File: config.mk
export PLATFORM = sky130hd
export DESIGN_NAME = multi_led_flash_sequencer
export DESIGN_NICKNAME = d
export VERILOG_FILES = /design/src/hw/rtl/mlfs_pkg.sv /design/src/hw/rtl/mlfs_div.sv /design/src/hw/rtl/mlfs_lane.sv /design/src/hw/rtl/mlfs_merge.sv /design/src/hw/rtl/multi_led_flash_sequencer.sv
export SDC_FILE = /design/constraint.sdc
export NUM_CORES = 1
export LEC_CHECK = 0
export BUFFER_PORTS_ARGS = -buffer_cell sky130_fd_sc_hd__buf_2
export CAP_MARGIN = 20
export CORE_UTILIZATION = 65
export CTS_CLUSTER_SIZE = 10
export DETAILED_ROUTE_END_ITERATION = 10
export HOLD_SLACK_MARGIN = 0.06
export PLACE_DENSITY = 0.87
export SKIP_CTS_REPAIR_TIMING = 1
export SYNTH_ARGS = -nofsm -noshare
export SYNTH_HDL_FRONTEND = slang
export SYNTH_HIERARCHICAL = 1
export SYNTH_SLANG_ARGS = --single-unit
File: constraint.sdc
create_clock -name clk -period 6.43 [get_ports clk]
set_input_delay 1.6075 -clock clk [delete_from_list [all_inputs] [get_ports clk]]
set_output_delay 1.6075 -clock clk [all_outputs]
set_load 0.02 [all_outputs]
File: src/hw/rtl/mlfs_pkg.sv
// ----------------------------------------------------------------------------
// mlfs_pkg
// Shared types and constants of the multi-LED flash sequencer: request and
// result formats, per-LED command and status records, divider constants.
// ----------------------------------------------------------------------------
package mlfs_pkg;

  // Number of LED sequencers and the tick period in milliseconds.
  localparam int NUM_LEDS = 4;
  localparam int TICK_MS  = 10;

  // Field widths fixed by the interface.
  localparam int MASK_W = 4;
  localparam int TIME_W = 16;
  localparam int CNT_W  = 8;

  // Request command codes.
  localparam logic CMD_START = 1'b0;
  localparam logic CMD_TICK  = 1'b1;

  // Divide by TICK_MS: multiply by a floored reciprocal, then one correction.
  localparam int DIV_SH   = TIME_W;
  localparam int RECIP_W  = TIME_W + 1;
  localparam logic [RECIP_W-1:0] DIV_RECIP = RECIP_W'((64'd1 << DIV_SH) / TICK_MS);
  localparam logic [TIME_W-1:0]  TICK_VAL  = TIME_W'(TICK_MS);

  // Mask of the ready bits that exist on the result port.
  localparam int VIS_LEDS = (NUM_LEDS < MASK_W) ? NUM_LEDS : MASK_W;
  localparam logic [MASK_W-1:0] READY_ALL = MASK_W'((64'd1 << VIS_LEDS) - 64'd1);

  typedef struct packed {
    logic              cmd;
    logic [MASK_W-1:0] led_mask;
    logic [TIME_W-1:0] on_time_ms;
    logic [TIME_W-1:0] off_time_ms;
    logic [CNT_W-1:0]  flash_count;
  } in_req_t;

  typedef struct packed {
    logic [MASK_W-1:0] pin_levels;
    logic [MASK_W-1:0] ready_mask;
    logic              all_idle;
  } out_res_t;

  // Command broadcast to one LED sequencer.
  typedef struct packed {
    logic              start;
    logic              tick;
    logic [TIME_W-1:0] on_ticks;
    logic [TIME_W-1:0] off_ticks;
    logic [CNT_W-1:0]  cycles;
  } lane_cmd_t;

  // Status reported by one LED sequencer.
  typedef struct packed {
    logic pin;
    logic ready;
  } lane_status_t;

endpackage

File: src/hw/rtl/mlfs_div.sv
// ----------------------------------------------------------------------------
// mlfs_div
// Two-stage divider of a millisecond time by the tick period. Stage one
// multiplies by the reciprocal, stage two corrects the estimate by one.
// ----------------------------------------------------------------------------
module mlfs_div
  import mlfs_pkg::*;
(
  input  logic              clk,
  input  logic [TIME_W-1:0] dividend,
  output logic [TIME_W-1:0] quotient
);

  logic [TIME_W-1:0]         x_r;
  logic [TIME_W-1:0]         est_r;
  logic [TIME_W-1:0]         quot_r;
  logic [TIME_W+RECIP_W-1:0] prod;
  logic [2*TIME_W-1:0]       back;
  logic [TIME_W-1:0]         rem;

  // The estimate is the true quotient or one below it.
  assign prod = (TIME_W+RECIP_W)'(dividend) * (TIME_W+RECIP_W)'(DIV_RECIP);

  always_ff @(posedge clk) begin
    x_r   <= dividend;
    est_r <= prod[DIV_SH +: TIME_W];
  end

  // Remainder of the estimate decides the correction.
  assign back = (2*TIME_W)'(est_r) * (2*TIME_W)'(TICK_VAL);
  assign rem  = x_r - back[TIME_W-1:0];

  always_ff @(posedge clk) begin
    if (rem >= TICK_VAL) begin
      quot_r <= est_r + TIME_W'(1);
    end else begin
      quot_r <= est_r;
    end
  end

  assign quotient = quot_r;

endmodule

File: src/hw/rtl/mlfs_lane.sv
// ----------------------------------------------------------------------------
// mlfs_lane
// Flash sequencer of one LED: idle, start, on and off phases with a tick
// countdown and a flash cycle counter. Pin is active low.
// ----------------------------------------------------------------------------
module mlfs_lane
  import mlfs_pkg::*;
(
  input  logic         clk,
  input  logic         rst_n,
  input  lane_cmd_t    cmd,
  output lane_status_t status
);

  typedef enum logic [1:0] {
    PH_IDLE,
    PH_START,
    PH_ON,
    PH_OFF
  } phase_t;

  phase_t            phase_r, phase_nxt;
  logic [CNT_W-1:0]  cycles_r, cycles_nxt;
  logic [TIME_W-1:0] on_r, on_nxt;
  logic [TIME_W-1:0] off_r, off_nxt;
  logic [TIME_W-1:0] ticks_r, ticks_nxt;
  logic              pin_r, pin_nxt;
  logic [TIME_W-1:0] ticks_dec;
  logic [CNT_W-1:0]  cycles_dec;

  assign ticks_dec  = ticks_r - TIME_W'(1);
  assign cycles_dec = cycles_r - CNT_W'(1);

  // Next state for a start request or one tick.
  always_comb begin
    phase_nxt  = phase_r;
    cycles_nxt = cycles_r;
    on_nxt     = on_r;
    off_nxt    = off_r;
    ticks_nxt  = ticks_r;
    pin_nxt    = pin_r;
    if (cmd.start) begin
      phase_nxt  = PH_START;
      cycles_nxt = cmd.cycles;
      on_nxt     = cmd.on_ticks;
      off_nxt    = cmd.off_ticks;
      ticks_nxt  = '0;
    end else if (cmd.tick) begin
      case (phase_r)
        PH_START: begin
          if (cycles_r == '0) begin
            pin_nxt   = 1'b1;
            phase_nxt = PH_IDLE;
          end else if (off_r == '0) begin
            // No dark time: hold the LED lit.
            pin_nxt   = 1'b0;
            phase_nxt = PH_IDLE;
          end else begin
            ticks_nxt = on_r;
            phase_nxt = PH_ON;
            pin_nxt   = 1'b0;
          end
        end
        PH_ON: begin
          ticks_nxt = ticks_dec;
          if (ticks_dec == '0) begin
            ticks_nxt = off_r;
            phase_nxt = PH_OFF;
            pin_nxt   = 1'b1;
          end
        end
        PH_OFF: begin
          ticks_nxt = ticks_dec;
          if (ticks_dec == '0) begin
            if ((cycles_r != '0) && (cycles_dec == '0)) begin
              // Last flash done.
              cycles_nxt = cycles_dec;
              pin_nxt    = 1'b1;
              phase_nxt  = PH_IDLE;
            end else begin
              if (cycles_r != '0) begin
                cycles_nxt = cycles_dec;
              end
              ticks_nxt = on_r;
              phase_nxt = PH_ON;
              pin_nxt   = 1'b0;
            end
          end
        end
        default: begin
        end
      endcase
    end
  end

  always_ff @(posedge clk) begin
    if (!rst_n) begin
      phase_r  <= PH_IDLE;
      cycles_r <= '0;
      on_r     <= '0;
      off_r    <= '0;
      ticks_r  <= '0;
      pin_r    <= 1'b1;
    end else begin
      phase_r  <= phase_nxt;
      cycles_r <= cycles_nxt;
      on_r     <= on_nxt;
      off_r    <= off_nxt;
      ticks_r  <= ticks_nxt;
      pin_r    <= pin_nxt;
    end
  end

  assign status.pin   = pin_r;
  assign status.ready = (phase_r == PH_IDLE) && (cycles_r == '0);

endmodule

File: src/hw/rtl/mlfs_merge.sv
// ----------------------------------------------------------------------------
// mlfs_merge
// Combines the status of all LED sequencers into one result and holds it in
// the output register until the consumer takes it.
// ----------------------------------------------------------------------------
module mlfs_merge
  import mlfs_pkg::*;
(
  input  logic         clk,
  input  logic         rst_n,
  input  lane_status_t lane_st [NUM_LEDS],
  input  logic         load,
  output logic         can_load,
  output logic         out_valid,
  input  logic         out_ready,
  output out_res_t     out_res
);

  logic [MASK_W-1:0]   pins;
  logic [MASK_W-1:0]   ready;
  logic [NUM_LEDS-1:0] lane_ready;
  out_res_t            res_r;
  logic                valid_r;

  // Visible bits come from the first LEDs; missing LEDs read dark, not ready.
  for (genvar i = 0; i < MASK_W; i++) begin : g_vis
    if (i < NUM_LEDS) begin : g_led
      assign pins[i]  = lane_st[i].pin;
      assign ready[i] = lane_st[i].ready;
    end else begin : g_none
      assign pins[i]  = 1'b1;
      assign ready[i] = 1'b0;
    end
  end

  // Every LED counts toward all-idle, including those not shown.
  for (genvar i = 0; i < NUM_LEDS; i++) begin : g_rdy
    assign lane_ready[i] = lane_st[i].ready;
  end

  assign can_load = !valid_r || out_ready;

  always_ff @(posedge clk) begin
    if (!rst_n) begin
      valid_r <= 1'b0;
    end else if (load) begin
      valid_r <= 1'b1;
    end else if (out_ready) begin
      valid_r <= 1'b0;
    end
  end

  always_ff @(posedge clk) begin
    if (load) begin
      res_r.pin_levels <= pins;
      res_r.ready_mask <= ready;
      res_r.all_idle   <= &lane_ready;
    end
  end

  assign out_valid = valid_r;
  assign out_res   = res_r;

endmodule

File: src/hw/rtl/multi_led_flash_sequencer.sv
// Flow: a start request passes the two-stage time divider (S_DIV1, S_DIV2), then the
// update and result steps S_APPLY and S_RESULT; a tick goes straight to S_APPLY.
// S_RESULT waits while the result register holds a result the consumer has not taken.
// One request at a time: in_ready is high only in S_IDLE, after the result is loaded.
// Reset (rst_n, synchronous): all LEDs idle and dark, counters cleared, no result pending.
// ----------------------------------------------------------------------------
// multi_led_flash_sequencer
// Top level: accepts start and tick requests, scales times to ticks, drives
// one sequencer per LED in parallel and merges their status into a result.
// ----------------------------------------------------------------------------
module multi_led_flash_sequencer
  import mlfs_pkg::*;
(
  input  logic     clk,
  input  logic     rst_n,
  input  logic     in_valid,
  output logic     in_ready,
  input  in_req_t  in_req,
  output logic     out_valid,
  input  logic     out_ready,
  output out_res_t out_res
);

  typedef enum logic [2:0] {
    S_IDLE,
    S_DIV1,
    S_DIV2,
    S_APPLY,
    S_RESULT
  } state_t;

  state_t            state_r;
  in_req_t           req_r;
  logic [TIME_W-1:0] on_ticks;
  logic [TIME_W-1:0] off_ticks;
  logic              can_load;
  logic              res_load;
  lane_cmd_t         lane_cmd [NUM_LEDS];
  lane_status_t      lane_st [NUM_LEDS];

  assign in_ready = (state_r == S_IDLE);
  assign res_load = (state_r == S_RESULT) && can_load;

  // Control sequencer and request register.
  always_ff @(posedge clk) begin
    if (!rst_n) begin
      state_r <= S_IDLE;
    end else begin
      case (state_r)
        S_IDLE: begin
          if (in_valid) begin
            state_r <= (in_req.cmd == CMD_TICK) ? S_APPLY : S_DIV1;
          end
        end
        S_DIV1:   state_r <= S_DIV2;
        S_DIV2:   state_r <= S_APPLY;
        S_APPLY:  state_r <= S_RESULT;
        S_RESULT: begin
          if (can_load) begin
            state_r <= S_IDLE;
          end
        end
        default:  state_r <= S_IDLE;
      endcase
    end
    if (in_valid && in_ready) begin
      req_r <= in_req;
    end
  end

  // Millisecond times to ticks, one divider per time.
  mlfs_div u_div_on (
    .clk      (clk),
    .dividend (req_r.on_time_ms),
    .quotient (on_ticks)
  );

  mlfs_div u_div_off (
    .clk      (clk),
    .dividend (req_r.off_time_ms),
    .quotient (off_ticks)
  );

  // One sequencer per LED; only the first mask bits can select a start.
  for (genvar i = 0; i < NUM_LEDS; i++) begin : g_lane
    logic sel;
    if (i < MASK_W) begin : g_mask
      assign sel = req_r.led_mask[i];
    end else begin : g_nomask
      assign sel = 1'b0;
    end

    assign lane_cmd[i].start = (state_r == S_APPLY) && (req_r.cmd == CMD_START) && sel;
    assign lane_cmd[i].tick  = (state_r == S_APPLY) && (req_r.cmd == CMD_TICK);
    assign lane_cmd[i].on_ticks  = on_ticks;
    assign lane_cmd[i].off_ticks = off_ticks;
    assign lane_cmd[i].cycles    = req_r.flash_count;

    mlfs_lane u_lane (
      .clk    (clk),
      .rst_n  (rst_n),
      .cmd    (lane_cmd[i]),
      .status (lane_st[i])
    );
  end

  mlfs_merge u_merge (
    .clk       (clk),
    .rst_n     (rst_n),
    .lane_st   (lane_st),
    .load      (res_load),
    .can_load  (can_load),
    .out_valid (out_valid),
    .out_ready (out_ready),
    .out_res   (out_res)
  );

endmodule

==> impl_metrics.yaml <==
sta:
  final.setup_skew_ps: 14.72
  slew_viol_final: 0
  hold_violations: 0
  final-setup-viol-count: 0
  setup-tns-final_ps: 0
  setup_repair_after_global_routing_missed_its_margin: "false"
  max_freq_mhz: 173.0
  timing.final.crit_share: 0.8991
  relSlewSlack: 0.3244
  min_period_ps: 5782
  tightest_slew_ps: 1008
global_route:
  grt_use_met3: 0.05328
  grt_usage: 0.3408
  use_met1: 0.4150
  grt-ovfl-total: 0
  grt_busiest_layer: "met2"
  number_of_antenna_violations_at_the_first_check_in_global_routing: 0
  grt_first_pass_wirelength_mm: 119.3
  grt_pass1_vias: 23210
  use_met2: 0.5811
  pin_count_of_the_biggest_net_entering_global_routing: 88
run_status:
  status: "finished clean"
logic_synthesis:
  yosysUniqueCellTypes: 119
  synth_area_um2: 27700
  post_synth_main_area_contributors: "dfxtp_1, ha_1, fa_1"
  synth_seq_area_share: 0.2927
  yosys_register_bits: 378
  syn-mean-instance-area_um2: 9.153
  synth_top_cell_by_area: "dfxtp_1"
  number_of_enable_type_register_cells_in_the_synthesized_netlist: 54
  synth.top_cell.area_share: 0.2342
  ys.warnings.count: 6
  synthesis.instances: 3026
  async_flop_share: 0
  synth-main-ff-cell: "dfxtp_1"
clocking:
  clk_latency_ps: 590
  clock_sink_count: 378
  cts-buffers-inserted: 46
  tritoncts_clock_tree: "done"
  cts_max_level: 2
  clock_tree.buffer_depth: 3
  clk_pin_slew_ps: 60
  root_buffer: "clkbuf_16"
floorplanning:
  floorplan.die_area_um2: 43440
  placement_rows: 75
  floorplan.io_pins: 60
  die_h_um: 208.4
  initial_core_util: 0.6603
  fp.coreArea_um2: 41950
  die_x_um: 208.4
layout:
  layout_commonest_cell: "inv_1"
  final_core_utilization: 0.7056
  layout.cells.most_common_list: "inv_1, dfxtp_1, ha_1"
  antenna_cells_inserted: 0
  area.growth.synth_to_final_pct: 6.858
  fraction_of_final_layout_cells_with_drive_strength_greater_than_1: 0.07091
  layout_net_count: 3484
  layout.cell_area.non_filler_um2: 29600
power_and_ir_drop:
  leakagePower_nw: 12.50
  max-vdd-ir-drop_mv: 0.4327
  total_power_w: 0.01520
  power_density_nw_per_um2: 513.5
placed_design:
  detailed_place.area_um2: 28190
  port-buffer-count: 59
  dp_hpwl_mm: 53.62
  finalWeightedCongestion: 0.9535
route:
  ant_nets: 0
  avgRoutedWirePerCell_um: 20.66
  vias: 23150
  routed_wl_mm: 74.08
  drc: 0
  detailedRoute.firstIterationViolations: 2054
  vias_per_cell: 6.458
  drt_pass1_iterations: 6
worst_setup_path:
  crit_fanout: 6
  worst_path_arrival_time_ps: 6300
  criticalPathCategory: "flip-flop to flip-flop"
  critical_path.startpoint_type: "flip-flop"
  kind_of_capture_point_of_the_worst_setup_path: "flip-flop"
  critical_path_data_required_time_ps: 6940
job:
  max_cap_viol_count: 0
worst_hold_path:
  hold_path.class: "flip-flop to flip-flop"
==> sequential cells by signal (all words and copies together) (netlist names), 13 cells and up <==
register,cells
req_r,33
g_lane.u_lane/cycles_r,32
u_div_on/est_r,13
u_div_on/quotient,14
g_lane.u_lane/on_r,64
u_div_off/x_r,15
u_div_off/est_r,13
g_lane.u_lane/ticks_r,64
u_div_on/x_r,15
g_lane.u_lane/off_r,64
u_div_off/quotient,14
==> final cells by class <==
class / instances / area, um2
multi-input combinational: 2176 / 17700
fill: 3005 / 12350
sequential: 378 / 8108
clock buffer: 68 / 1348
inverter: 342 / 1284
tap: 539 / 674.4
timing repair buffer: 79 / 461.7
clock inverter: 3 / 21.27
==> report_power, final <==
group          switching, W  internal, W  total (W)  leakage, nW
Combinational       0.00548      0.00414    0.00962         8.71
Clock               0.00100      0.00143    0.00243        0.665
Sequential         0.000462      0.00269    0.00315         3.13
==> cell usage after synthesis (all sizes together), types with 17 or more instances <==
cell type  number
a211oi         55
a21o           23
a21oi         154
a221oi         17
a31oi          39
and2           19
and3           24
buf            49
clkbuf         82
dfxtp         324
edfxtp         54
fa            118
ha            294
inv           340
mux2i         141
nand2         118
nand2b         20
nand3          73
nand4          34
nor2          182
nor2b         119
nor3           68
nor3b          18
nor4           62
o211ai         18
o21a           20
o21ai         159
or3            30
xnor2          96
xor2           41
==> stage by stage <==
stage / hold slack, ps / instances / worst slack (ps)
after global routing: 505.4 / 3585 / 364.6
after detailed placement: 469.1 / 3510 / 839.4
after global placement: 457.8 / 3508 / 956.3
after floorplan: 429.4 / 3028 / 1250
after CTS: 481.9 / 3581 / 684.4
final: 484.4 / 3585 / 648.5
==> worst max-delay path, stage by stage (launching register included) <==
cell	delay (ps)
edfxtp_1	510
ha_1	350
inv_1	90
fa_1	590
inv_1	80
fa_1	540
inv_1	60
fa_1	500
fa_1	540
inv_1	40
ha_1	320
a211o_1	330
nor2_1	100
a21bo_2	230
a21oi_1	210
o31ai_1	170
o41ai_1	550
o21bai_1	170
a21oi_1	200
xnor2_1	130
==> routing by layer <==
metal  vias up  part of all wire
met5         -                 0
met2      1073              0.48
li1      10710                 -
met4         0             0.053
met1     11100              0.40
met3       270             0.068
==> worst paths after layout <==
kind,from,to,slack [ps],cells past startpoint
max,req_r[30]$_DFFE_PP_,u_div_on/est_r[11]$_DFF_P_,650,19
min reg2reg,g_lane[2].u_lane/on_r[7]$_SDFFE_PN0P_,g_lane[2].u_lane/ticks_r[7]$_SDFFE_PP0P_,480,2
min,g_lane[2].u_lane/on_r[7]$_SDFFE_PN0P_,g_lane[2].u_lane/ticks_r[7]$_SDFFE_PP0P_,480,2
max reg2reg,req_r[30]$_DFFE_PP_,u_div_on/est_r[11]$_DFF_P_,650,19
==> cells by family (layout without fill, tap and decap cells) <==
kind of cell,count (synthesis),after routing,share of synthesized area
and+or+nand+nor,853,853,0.1723
xor gates and xnor gates,137,137,0.04387
buffers and inverters,474,492,0.06889
DFF,378,378,0.2927
adders and majority gates,412,412,0.2181
muxes,143,143,0.05177
other,2,4,0.0002712
AOI/OAI and AO/OA,627,627,0.1521
(Power assumes the default switching activity.)
